===== src/design/html_entity_escape_stream_defines.svh =====
// Assertion macros shared by the escaper modules.
`ifndef HTML_ENTITY_ESCAPE_STREAM_DEFINES_SVH
`define HTML_ENTITY_ESCAPE_STREAM_DEFINES_SVH

// Same-cycle implication, disabled while reset is asserted.
`define HES_ASSERT_NOW(lbl, clk, rst_n, ante, cons) \
  lbl: assert property (@(posedge clk) disable iff (!rst_n) (ante) |-> (cons)) \
    else $error("assertion failed");

// Next-cycle implication, disabled while reset is asserted.
`define HES_ASSERT_NEXT(lbl, clk, rst_n, ante, cons) \
  lbl: assert property (@(posedge clk) disable iff (!rst_n) (ante) |=> (cons)) \
    else $error("assertion failed");

`endif


===== src/design/hes_pkg.sv =====
// Shared types and constants of the HTML entity escaper.
`timescale 1ns / 1ps

package hes_pkg;

  localparam int unsigned QueueDepth = 4;
  localparam int unsigned MaxRun     = 6;
  localparam int unsigned LenW       = 3;

  localparam logic [7:0] ChAmp   = 8'h26;
  localparam logic [7:0] ChLt    = 8'h3C;
  localparam logic [7:0] ChGt    = 8'h3E;
  localparam logic [7:0] ChQuot  = 8'h22;
  localparam logic [7:0] ChApos  = 8'h27;
  localparam logic [7:0] ChTab   = 8'h09;
  localparam logic [7:0] ChNl    = 8'h0A;
  localparam logic [7:0] ChCr    = 8'h0D;
  localparam logic [7:0] ChSpace = 8'h20;
  localparam logic [7:0] ChNul   = 8'h00;
  localparam logic [7:0] ChZero  = 8'h30;
  localparam logic [7:0] ChSemi  = 8'h3B;
  localparam logic [7:0] CtrlTop = 8'h20;
  localparam logic [7:0] HighTop = 8'h80;

  // Entity texts, first byte in the leftmost lane.
  localparam logic [8*MaxRun-1:0] EntAmp  = {"&amp;", 8'h00};
  localparam logic [8*MaxRun-1:0] EntLt   = {"&lt;", 16'h0000};
  localparam logic [8*MaxRun-1:0] EntGt   = {"&gt;", 16'h0000};
  localparam logic [8*MaxRun-1:0] EntQuot = "&quot;";
  localparam logic [8*MaxRun-1:0] EntApos = "&apos;";
  localparam logic [15:0]         DecHead = "&#";

  typedef enum logic [0:0] {
    CfgUtf8Through    = 1'b0,
    CfgVerbatimPrefix = 1'b1
  } cfg_idx_e;

  typedef struct packed {
    logic utf8_through;
    logic verbatim_prefix;
  } cfg_t;

  // One escaped run: up to six bytes, its length and the end-of-string mark.
  typedef struct packed {
    logic [0:MaxRun-1][7:0] bytes;
    logic [LenW-1:0]        len;
    logic                   str_end;
  } run_t;

endpackage


===== src/design/html_entity_escape_stream.sv =====
// Top level of the streaming HTML entity escaper.
`timescale 1ns / 1ps

// Streaming HTML entity escaper. Each input request carries one byte and a
// string-end mark; it produces one to six output bytes (&amp; &lt; &gt; &quot;
// &apos;, decimal &#N; for control bytes other than tab and newline and, unless
// utf8_through is set, for bytes 0x80 and above; everything else raw). run_last
// marks the last byte of each run, string_done the last byte of a string's final
// input. With verbatim_prefix set, the leading bytes of each string up to the
// first whitespace, NUL or special character pass raw. Rate: the front end takes
// one input per cycle while the queue has room and turns it into a run in the
// same cycle; the back end sends one output byte per cycle while out_ready_i is
// high, so a run of N bytes occupies the output for N transfers. A queue of
// QueueDepth runs (default 4) sits between the two, so inputs keep flowing
// until it fills; sustained throughput is one input per cycle for raw bytes. Each
// run is written into the queue before it is output. Configuration writes take
// effect on the next input and must be made while the block is idle.
module html_entity_escape_stream #(
  parameter int unsigned QueueDepth = hes_pkg::QueueDepth
) (
  input  logic       clk_i,
  input  logic       rst_ni,
  input  logic       cfg_we_i,
  input  logic       cfg_index_i,
  input  logic       cfg_wdata_i,
  input  logic       in_valid_i,
  output logic       in_ready_o,
  input  logic [7:0] in_byte_i,
  input  logic       string_end_i,
  output logic       out_valid_o,
  input  logic       out_ready_i,
  output logic [7:0] out_byte_o,
  output logic       run_last_o,
  output logic       string_done_o
);
  import hes_pkg::*;

  cfg_t cfg_q, cfg_d;
  logic push_valid, push_ready, head_valid, pop;
  run_t push_run, head_run;

  // Configuration registers, one bit each.
  always_comb begin
    cfg_d = cfg_q;
    if (cfg_we_i) begin
      case (cfg_idx_e'(cfg_index_i))
        CfgUtf8Through:    cfg_d.utf8_through    = cfg_wdata_i;
        CfgVerbatimPrefix: cfg_d.verbatim_prefix = cfg_wdata_i;
        default: ;
      endcase
    end
  end

  always_ff @(posedge clk_i or negedge rst_ni) begin
    if (!rst_ni) begin
      cfg_q <= '0;
    end else begin
      cfg_q <= cfg_d;
    end
  end

  // Classify and build the escaped run for each accepted byte.
  hes_front u_front (
    .clk_i        (clk_i),
    .rst_ni       (rst_ni),
    .cfg_i        (cfg_q),
    .in_valid_i   (in_valid_i),
    .in_byte_i    (in_byte_i),
    .string_end_i (string_end_i),
    .in_ready_o   (in_ready_o),
    .push_valid_o (push_valid),
    .push_run_o   (push_run),
    .push_ready_i (push_ready)
  );

  // Decoupling queue; its entries also act as the output register.
  hes_queue #(
    .Depth (QueueDepth)
  ) u_queue (
    .clk_i        (clk_i),
    .rst_ni       (rst_ni),
    .push_valid_i (push_valid),
    .push_run_i   (push_run),
    .push_ready_o (push_ready),
    .head_valid_o (head_valid),
    .head_run_o   (head_run),
    .pop_i        (pop)
  );

  // Walk the head run one byte per output request.
  hes_back u_back (
    .clk_i         (clk_i),
    .rst_ni        (rst_ni),
    .head_valid_i  (head_valid),
    .head_run_i    (head_run),
    .pop_o         (pop),
    .out_valid_o   (out_valid_o),
    .out_byte_o    (out_byte_o),
    .run_last_o    (run_last_o),
    .string_done_o (string_done_o),
    .out_ready_i   (out_ready_i)
  );

endmodule


===== src/design/hes_front.sv =====
// Front end: takes input bytes, tracks the raw prefix and builds escaped runs.
`timescale 1ns / 1ps

module hes_front (
  input  logic          clk_i,
  input  logic          rst_ni,
  input  hes_pkg::cfg_t cfg_i,
  input  logic          in_valid_i,
  input  logic [7:0]    in_byte_i,
  input  logic          string_end_i,
  output logic          in_ready_o,
  output logic          push_valid_o,
  output hes_pkg::run_t push_run_o,
  input  logic          push_ready_i
);
  import hes_pkg::*;

  logic       in_prefix_q, in_prefix_d;
  logic       accept;
  logic       is_special, is_break, prefix_now, as_decimal;
  logic [1:0] hund;
  logic [7:0] rem8;
  logic [6:0] rem;
  logic [14:0] prod;
  logic [3:0] tens;
  logic [6:0] tens_x10;
  logic [6:0] ones7;
  logic [7:0] d2, d1, d0;
  run_t       run;

  assign in_ready_o   = push_ready_i;
  assign push_valid_o = in_valid_i;
  assign accept       = in_valid_i && push_ready_i;

  assign is_special = (in_byte_i == ChAmp) || (in_byte_i == ChLt) || (in_byte_i == ChGt) ||
                      (in_byte_i == ChQuot) || (in_byte_i == ChApos);
  assign is_break   = (in_byte_i == ChSpace) || (in_byte_i == ChNul) || is_special ||
                      ((in_byte_i >= ChTab) && (in_byte_i <= ChCr));
  assign prefix_now = in_prefix_q && !is_break;

  // Decimal digits: hundreds by compare, tens by reciprocal multiply (205/2048).
  always_comb begin
    hund     = (in_byte_i >= 8'd200) ? 2'd2 : (in_byte_i >= 8'd100) ? 2'd1 : 2'd0;
    rem8     = in_byte_i - ((hund == 2'd2) ? 8'd200 : (hund == 2'd1) ? 8'd100 : 8'd0);
    rem      = rem8[6:0];
    prod     = {8'b0, rem} * 15'd205;
    tens     = prod[14:11];
    tens_x10 = {tens, 3'b000} - {3'b000, tens} + {2'b00, tens, 1'b0} + {3'b000, tens};
    ones7    = rem - tens_x10;
    d2       = ChZero + {6'b0, hund};
    d1       = ChZero + {4'b0, tens};
    d0       = ChZero + {4'b0, ones7[3:0]};
  end

  assign as_decimal = (in_byte_i < HighTop) ? (in_byte_i < CtrlTop) : !cfg_i.utf8_through;

  always_comb begin
    run          = '0;
    run.str_end  = string_end_i;
    run.len      = LenW'(1);
    run.bytes[0] = in_byte_i;
    if (!(cfg_i.verbatim_prefix && prefix_now)) begin
      case (in_byte_i)
        ChAmp: begin
          run.bytes = EntAmp;
          run.len   = LenW'(5);
        end
        ChLt: begin
          run.bytes = EntLt;
          run.len   = LenW'(4);
        end
        ChGt: begin
          run.bytes = EntGt;
          run.len   = LenW'(4);
        end
        ChQuot: begin
          run.bytes = EntQuot;
          run.len   = LenW'(6);
        end
        ChApos: begin
          run.bytes = EntApos;
          run.len   = LenW'(6);
        end
        ChTab, ChNl: begin
          run.len = LenW'(1);
        end
        default: begin
          if (as_decimal) begin
            if (hund != 2'd0) begin
              run.bytes = {DecHead, d2, d1, d0, ChSemi};
              run.len   = LenW'(6);
            end else if (tens != 4'd0) begin
              run.bytes = {DecHead, d1, d0, ChSemi, 8'h00};
              run.len   = LenW'(5);
            end else begin
              run.bytes = {DecHead, d0, ChSemi, 16'h0000};
              run.len   = LenW'(4);
            end
          end
        end
      endcase
    end
  end

  assign push_run_o = run;

  // Prefix flag: cleared by a break byte, set again after each string end.
  always_comb begin
    in_prefix_d = in_prefix_q;
    if (accept) begin
      if (string_end_i) begin
        in_prefix_d = 1'b1;
      end else if (is_break) begin
        in_prefix_d = 1'b0;
      end
    end
  end

  always_ff @(posedge clk_i or negedge rst_ni) begin
    if (!rst_ni) begin
      in_prefix_q <= 1'b1;
    end else begin
      in_prefix_q <= in_prefix_d;
    end
  end

endmodule


===== src/design/hes_queue.sv =====
// Small register queue of escaped runs between front and back end.
`timescale 1ns / 1ps
`include "html_entity_escape_stream_defines.svh"

module hes_queue #(
  parameter int unsigned Depth = hes_pkg::QueueDepth
) (
  input  logic          clk_i,
  input  logic          rst_ni,
  input  logic          push_valid_i,
  input  hes_pkg::run_t push_run_i,
  output logic          push_ready_o,
  output logic          head_valid_o,
  output hes_pkg::run_t head_run_o,
  input  logic          pop_i
);
  import hes_pkg::*;

  localparam int unsigned PtrW = (Depth > 1) ? $clog2(Depth) : 1;
  localparam int unsigned CntW = $clog2(Depth + 1);

  run_t            entries_q [Depth];
  logic [PtrW-1:0] wr_ptr_q, wr_ptr_d, rd_ptr_q, rd_ptr_d;
  logic [CntW-1:0] count_q, count_d;
  logic            push, pop;

  assign push_ready_o = (count_q != CntW'(Depth));
  assign head_valid_o = (count_q != '0);
  assign head_run_o   = entries_q[rd_ptr_q];
  assign push         = push_valid_i && push_ready_o;
  assign pop          = pop_i && head_valid_o;

  always_comb begin
    wr_ptr_d = wr_ptr_q;
    rd_ptr_d = rd_ptr_q;
    count_d  = count_q;
    if (push) begin
      wr_ptr_d = (wr_ptr_q == PtrW'(Depth - 1)) ? '0 : wr_ptr_q + 1'b1;
    end
    if (pop) begin
      rd_ptr_d = (rd_ptr_q == PtrW'(Depth - 1)) ? '0 : rd_ptr_q + 1'b1;
    end
    if (push && !pop) begin
      count_d = count_q + 1'b1;
    end else if (pop && !push) begin
      count_d = count_q - 1'b1;
    end
  end

  always_ff @(posedge clk_i or negedge rst_ni) begin
    if (!rst_ni) begin
      wr_ptr_q <= '0;
      rd_ptr_q <= '0;
      count_q  <= '0;
    end else begin
      wr_ptr_q <= wr_ptr_d;
      rd_ptr_q <= rd_ptr_d;
      count_q  <= count_d;
    end
  end

  always_ff @(posedge clk_i) begin
    if (push) begin
      entries_q[wr_ptr_q] <= push_run_i;
    end
  end

  `HES_ASSERT_NEXT(a_fill_up, clk_i, rst_ni, push && !pop, count_q == $past(count_q) + 1'b1)
  `HES_ASSERT_NEXT(a_drain, clk_i, rst_ni, pop && !push, count_q == $past(count_q) - 1'b1)
  `HES_ASSERT_NEXT(a_head_kept, clk_i, rst_ni, head_valid_o && !pop,
                   head_valid_o && (rd_ptr_q == $past(rd_ptr_q)))

endmodule


===== src/design/hes_back.sv =====
// Back end: serializes the head run into output bytes with end flags.
`timescale 1ns / 1ps
`include "html_entity_escape_stream_defines.svh"

module hes_back (
  input  logic          clk_i,
  input  logic          rst_ni,
  input  logic          head_valid_i,
  input  hes_pkg::run_t head_run_i,
  output logic          pop_o,
  output logic          out_valid_o,
  output logic [7:0]    out_byte_o,
  output logic          run_last_o,
  output logic          string_done_o,
  input  logic          out_ready_i
);
  import hes_pkg::*;

  logic [LenW-1:0] idx_q, idx_d;
  logic            last, fire;

  assign last          = (idx_q == (head_run_i.len - LenW'(1)));
  assign fire          = head_valid_i && out_ready_i;
  assign pop_o         = fire && last;
  assign out_valid_o   = head_valid_i;
  assign out_byte_o    = head_run_i.bytes[idx_q];
  assign run_last_o    = last;
  assign string_done_o = last && head_run_i.str_end;

  always_comb begin
    idx_d = idx_q;
    if (fire) begin
      idx_d = last ? '0 : idx_q + 1'b1;
    end
  end

  always_ff @(posedge clk_i or negedge rst_ni) begin
    if (!rst_ni) begin
      idx_q <= '0;
    end else begin
      idx_q <= idx_d;
    end
  end

  `HES_ASSERT_NOW(a_idx_in_run, clk_i, rst_ni, head_valid_i, idx_q < head_run_i.len)
  `HES_ASSERT_NEXT(a_step_on, clk_i, rst_ni, fire && !last,
                   head_valid_i && (idx_q == $past(idx_q) + 1'b1))
  `HES_ASSERT_NEXT(a_out_held, clk_i, rst_ni, out_valid_o && !out_ready_i,
                   out_valid_o && $stable(out_byte_o))

endmodule

===== config.mk =====
export PLATFORM = sky130hd
export DESIGN_NAME = html_entity_escape_stream
export DESIGN_NICKNAME = d
export VERILOG_FILES = /design/src/design/hes_pkg.sv /design/src/design/html_entity_escape_stream.sv /design/src/design/hes_front.sv /design/src/design/hes_queue.sv /design/src/design/hes_back.sv
export VERILOG_INCLUDE_DIRS = /design/src /design/src/design
export SDC_FILE = /design/constraint.sdc
export NUM_CORES = 1
export LEC_CHECK = 0
export BUFFER_PORTS_ARGS = -buffer_cell sky130_fd_sc_hd__buf_2
export CORE_ASPECT_RATIO = 1.2
export CORE_MARGIN = 10
export CORE_UTILIZATION = 40
export CTS_BUF_LIST = sky130_fd_sc_hd__clkbuf_4
export CTS_CLUSTER_DIAMETER = 200
export DETAILED_ROUTE_END_ITERATION = 12
export PLACE_DENSITY = 0.63
export SYNTH_ARGS = -nofsm -noshare
export SYNTH_HDL_FRONTEND = slang
export SYNTH_SLANG_ARGS = --single-unit

===== constraint.sdc =====
create_clock -name clk_i -period 5.5 [get_ports clk_i]
set_input_delay 1.1 -clock clk_i [delete_from_list [all_inputs] [get_ports clk_i]]
set_output_delay 1.1 -clock clk_i [all_outputs]
set_load 0.02 [all_outputs]

Yosys cells after proc, flatten, opt, wreduce, memory -nomap -nowiden
Memories as Yosys holds them, arrays and structs flattened.
Cells that the tools add are included.
Word-level totals
  register bits after elaboration: 13
  bits in writable memories: 208
  bits of input ports: 16
  logic and storage cells: 102
  memories kept: 1
Memories
  u_queue.entries_q: depth 4, width 52, rd ports 1, clocked after Yosys merged registers in 0, write ports 1, line hes_queue.sv:22  | run_t entries_q [Depth];
Cells by class
  $add $sub $neg: 14
  multiply operators: 1
  order comparisons: 7
  equal/unequal tests: 14
  mux-type cells: 23
  bitwise gates (word level): 2
  reductions and logical operators: 33
Operators with widths (number)
  $pmux 48 s6: 1
  $mux 51: 2
  $mux 35: 2
  $eq 8x6->1 const B: 6
  $bmux 8 s3: 1
  $eq 8x4->1 const B: 2
  $mux 8: 2
  $mul 7x8->15 const B: 1
  $add 6x4->7 const A: 2
  $mux 7: 2
  $pmux 3 s4: 1
  $logic_and 1x1->1: 10
  $mux 3: 3
  $add 4x4->4: 2
  $ge 8x4->1 const B: 1
  $ge 8x7->1 const B: 1
  $ge 8x8->1 const B: 1
  $le 8x4->1 const B: 1
  $logic_not 8->1: 1
  $lt 8x6->1 const B: 1
  $lt 8x8->1 const B: 1
  $sub 4x4->4: 2
  $add 6x2->7 const A: 1
  $logic_or 1x1->1: 7
  19 further kinds: 40

Longest topological paths before layout
  depth in word-level cells: 18
  gate-level depth with buffers: 37
  depth with buffers taken out: 35

Hierarchy
Synthesis repeated with hierarchy kept, for this count alone.
Second synthesis, totals
  cell total of the unflattened synthesis: 664
  area, all modules: 10899.2 um^2
By module, submodules not included
  hes_queue: instances 1, cells an instance 308, area an instance 7928.9 um^2, seq. area each 6421.2 um^2
  hes_front: instances 1, cells an instance 287, area an instance 2238.4 um^2, seq. area each 26.3 um^2
  hes_back: instances 1, cells an instance 63, area an instance 645.6 um^2, seq. area each 75.1 um^2
  html_entity_escape_stream: instances 1, cells an instance 6, area an instance 86.3 um^2, seq. area each 50.0 um^2

Worst setup path before layout
OpenSTA, ideal clock, no wires.
  kind: input-to-reg
  from: input port in_byte_i[4]
  to: memory u_queue.entries_q[0][15] (netlist name), data pin
  library setup time: 230 ps
  arrival: 8580 ps
  data required time: 5270 ps
  slack: -3310 ps
  cell stages on the path: 37
  path buffers: 2
  path through: buf_2 > nor2_1 > a21boi_0 > a21o_1 > clkbuf_1 > nand2_1 > inv_1 > ha_1 > inv_1 > fa_1 > o21a_1 > nor2_1 > xnor2_1 > ha_1 > ha_1 > fa_1 > inv_1 > fa_1 > inv_1 > ha_1 > a21oi_1 > a211o_1 > a21oi_1 > nor4_1 > nor2_1 > ha_1 > xnor2_1 > xnor2_1 > ha_1 > inv_1 > ha_1 > o21a_1 > or3_1 > a211o_1 > and2_1 > xnor2_1 > a221oi_1
RTL lines
  start, declared: line html_entity_escape_stream.sv:28  | input logic [7:0] in_byte_i,
  end, declared: line hes_queue.sv:22

==> results by group <==
Global routing
  – Largest net degree at the start of global routing: 38
  – Total gr overflow: 0
  – Gr usage total: 14.36%
  – First-pass GRT wire length: 31.55 mm
  – Initial antenna violation count: 1
  – Vias in the first global route: 5739

Route
  – Routed wire length: 19.67 mm
  – Post-route ant nets: 0
  – Via density per instance: 5.471
  – Drt wl/cell: 19.75 µm
  – Drt drc: 0
  – Violation count after the first detailed-routing iteration: 375
  – Drt first pass iters: 5
  – Via count: 5449

Finish
  – Multi-input combinational cell area: 3990 µm²
  – Fraction of layout cells with a size suffix above 1: 39.86%
  – Fillers: 1797
  – Most frequent cells in the layout: 148 x edfxtp_1, 86 x buf_4, 48 x inv_1, 42 x mux4_2, 37 x ha_1
  – Nets@finish: 790
  – Register area: 4772 µm²
  – Leading cell type in the layout, fill and taps excluded: edfxtp_1
  – Area Overhead vs Synth: 23.42%

Synth
  – Cell variety after synth: 64
  – Simple-gate share of the synthesized area: 7.486%
  – Cell count after synthesis: 593
  – Cell Area, Synth: 8491 µm²
  – Seq/Total Area, Yosys: 56.19%
  – Ys async rst share: 8.075%
  – Share of the synthesized area in the top cell type: 52.34%
  – Xor-xnor portion of the synthesized cell area: 2.874%
  – #FFs+latches synth: 161
  – Synth Area in Compound Gates: 7.235%
  – Ys flop type: edfxtp_1
  – Mux contribution to synthesized area: 12.54%
  – Post-synth EDFFs: 148
  – Yosys warns: 0
  – Largest family of logic cells by synthesized area: multiplexers
  – Synth top area cells: edfxtp_1 52%, mux4_2 11%, ha_1 7.5%, dfrtp_1 3.5%, fa_1 2.6%
  – Post-Synth Adder-Cell Area: 10.11%
  – Largest area contributor in the netlist: edfxtp_1
  – Syn_nets: 671
  – Synthesized area per cell: 14.32 µm²

Worst hold path
  – Min-Delay Path Class: in -> async

Clock tree
  – Num CTS Buffers: 17
  – Max clock buf depth: 2
  – Later-pin clock latency in the skew report: 560 ps
  – CTS tree: done
  – Clock Sinks: 161
  – H-tree levels: 4
  – Clock Tree Root: clkbuf_4
  – CTS clk-pin slew, worst paths: 150 ps

Place
  – Pre-CTS WS: -2851 ps
  – Gpl congestion: 0.8392
  – Port Buffers: 27
  – DP HPWL: 13.74 mm

Setup path
  – Critical Path Slowest Stage Cell: fa_1
  – CP arrival: 7880 ps
  – Worst R2R Path Depth: 12
  – Startpoint types: primary input
  – Crit path required time: 5800 ps
  – Worst R2R End: u_queue.count_q[1]
  – Type of the worst setup path: in -> reg
  – Maximum fanout along the worst path: 4
  – Setup crit end kind: flop
  – Critical Path End: u_queue.entries_q[2][23]
  – Reg2Reg Setup Slack: 1730 ps
  – Crit path launch: in_byte_i[3]
  – Worst r2r src: u_queue.rd_ptr_q[0]
  – Most common cell type on the critical path: ha_4
  – Max stage delay on crit path: 480 ps

Die
  – Die X: 153 µm
  – Initial Util: 40.62%
  – Die Area: 27480 µm²
  – Row count: 58
  – Die Ht: 179.6 µm
  – Core Area: 20900 µm²
  – Io pins: 28

STA
  – Relative slew margins: 27.47%
  – Period minus WS final: 7586 ps
  – RSZ-0062 raised after global routing: true
  – Max-slew violations: 0
  – Count of final setup violators: 56
  – Final hold viol count: 0
  – Clock skew: 21.98 ps
  – Period utilization: 137.9%
  – Achievable Freq: 0.1318 GHz
  – Slew @ Worst Pin: 1088 ps
  – Fin worst setup slack: -2086 ps

Status
  – Status: complete, but fails checks
  – Failing checks: negative setup slack

Run
  – Max cap viols: 0
per-layer routing:
| layer | vias to the layer above | track usage (%) | routed length, µm |
|---|---|---|---|
| met3 | 32 | 2.722 | 605 |
| li1 | 2505 | - | - |
| met2 | 111 | 25.92 | 10630 |
| met1 | 2801 | 16.60 | 8010 |
| met5 | - | 0 | 0 |
| met4 | 0 | 4.851 | 420 |
cell usage after synthesis (5+ instances only):
| cell type | number |
|---|---|
| a21o_1 | 7 |
| a21oi_1 | 15 |
| and2_1 | 5 |
| and3_1 | 7 |
| buf_2 | 6 |
| clkbuf_1 | 10 |
| dfrtp_1 | 12 |
| edfxtp_1 | 148 |
| fa_1 | 11 |
| ha_1 | 51 |
| inv_1 | 55 |
| mux2_2 | 7 |
| mux4_2 | 42 |
| nand2_1 | 27 |
| nand3_1 | 10 |
| nor2_1 | 31 |
| nor3_1 | 14 |
| o21ai_0 | 21 |
| or3_1 | 5 |
| xnor2_1 | 18 |
| xor2_1 | 8 |
layout make-up:
type	count	area share (%)
Antenna cell	1	0.02388
Clock buffer	18	1.290
Clock inverter	14	1.385
Inverter	56	2.054
Multi-Input combinational cell	357	38.08
Sequential cell	161	45.54
Tap cell	270	3.224
Timing Repair Buffer	119	8.406
worst max-delay path, delay by kind of cell:
family / cells / cell delay, ps
simple gates: 4 / 640
buf+inv: 7 / 490
fa+ha+maj: 10 / 2950
xor+xnor: 4 / 600
compound gates: 10 / 1930
mux: 1 / 160
registers in the layout, summed over array words and instances (netlist names):
register / flops
u_queue.rd_ptr_q: 2
u_front.in_prefix_q: 1
u_back.idx_q: 3
u_queue.wr_ptr_q: 2
u_queue.entries_q: 148
u_queue.count_q: 3
cfg_q: 2
logic make-up after synthesis:
group | Yosys count
muxes | 53
buffers and inverters | 75
and+or+nand+nor | 127
adders and majority gates | 62
xor gates and xnor gates | 27
DFF | 161
AOI/OAI and AO/OA | 88
repair_timing:
| action | in CTS | in global routing |
|---|---|---|
| buffers inserted | 13 | 11 |
| pin swaps | 33 | 48 |
| endpoints found under the setup margin | 56 | 56 |
| hold buffers | 0 | 0 |
| gates resized for setup | 45 | 40 |
how the worst min path moves through the flow:
stage	depth (start not counted)	endpoint	slack, ps
final	1	cfg_q[1]	410
after global routing	1	cfg_q[0]	380
after CTS	1	cfg_q[1]	370
after detailed placement	1	u_queue.count_q[2]	490
after global placement	1	u_queue.count_q[2]	480
after floorplan	1	u_queue.count_q[2]	450
per-stage QoR:
stage                     utilization [%]  cell area [µm²]  hold slack [ps]  std cells  setup TNS [ps]
after floorplan                         -             8697            454.7        593         -104970
after global placement              45.91             9594            476.1        943         -115740
after detailed placement            45.91             9594            485.9        943         -124350
after CTS                           48.67            10170            367.4        986          -77250
after global routing                50.14            10480            379.7        996          -92600
final                               50.14            10480            412.2        996          -80330
Power is not shown: default switching activity piles up to over one toggle a cycle in this logic, so the estimate is an artifact.
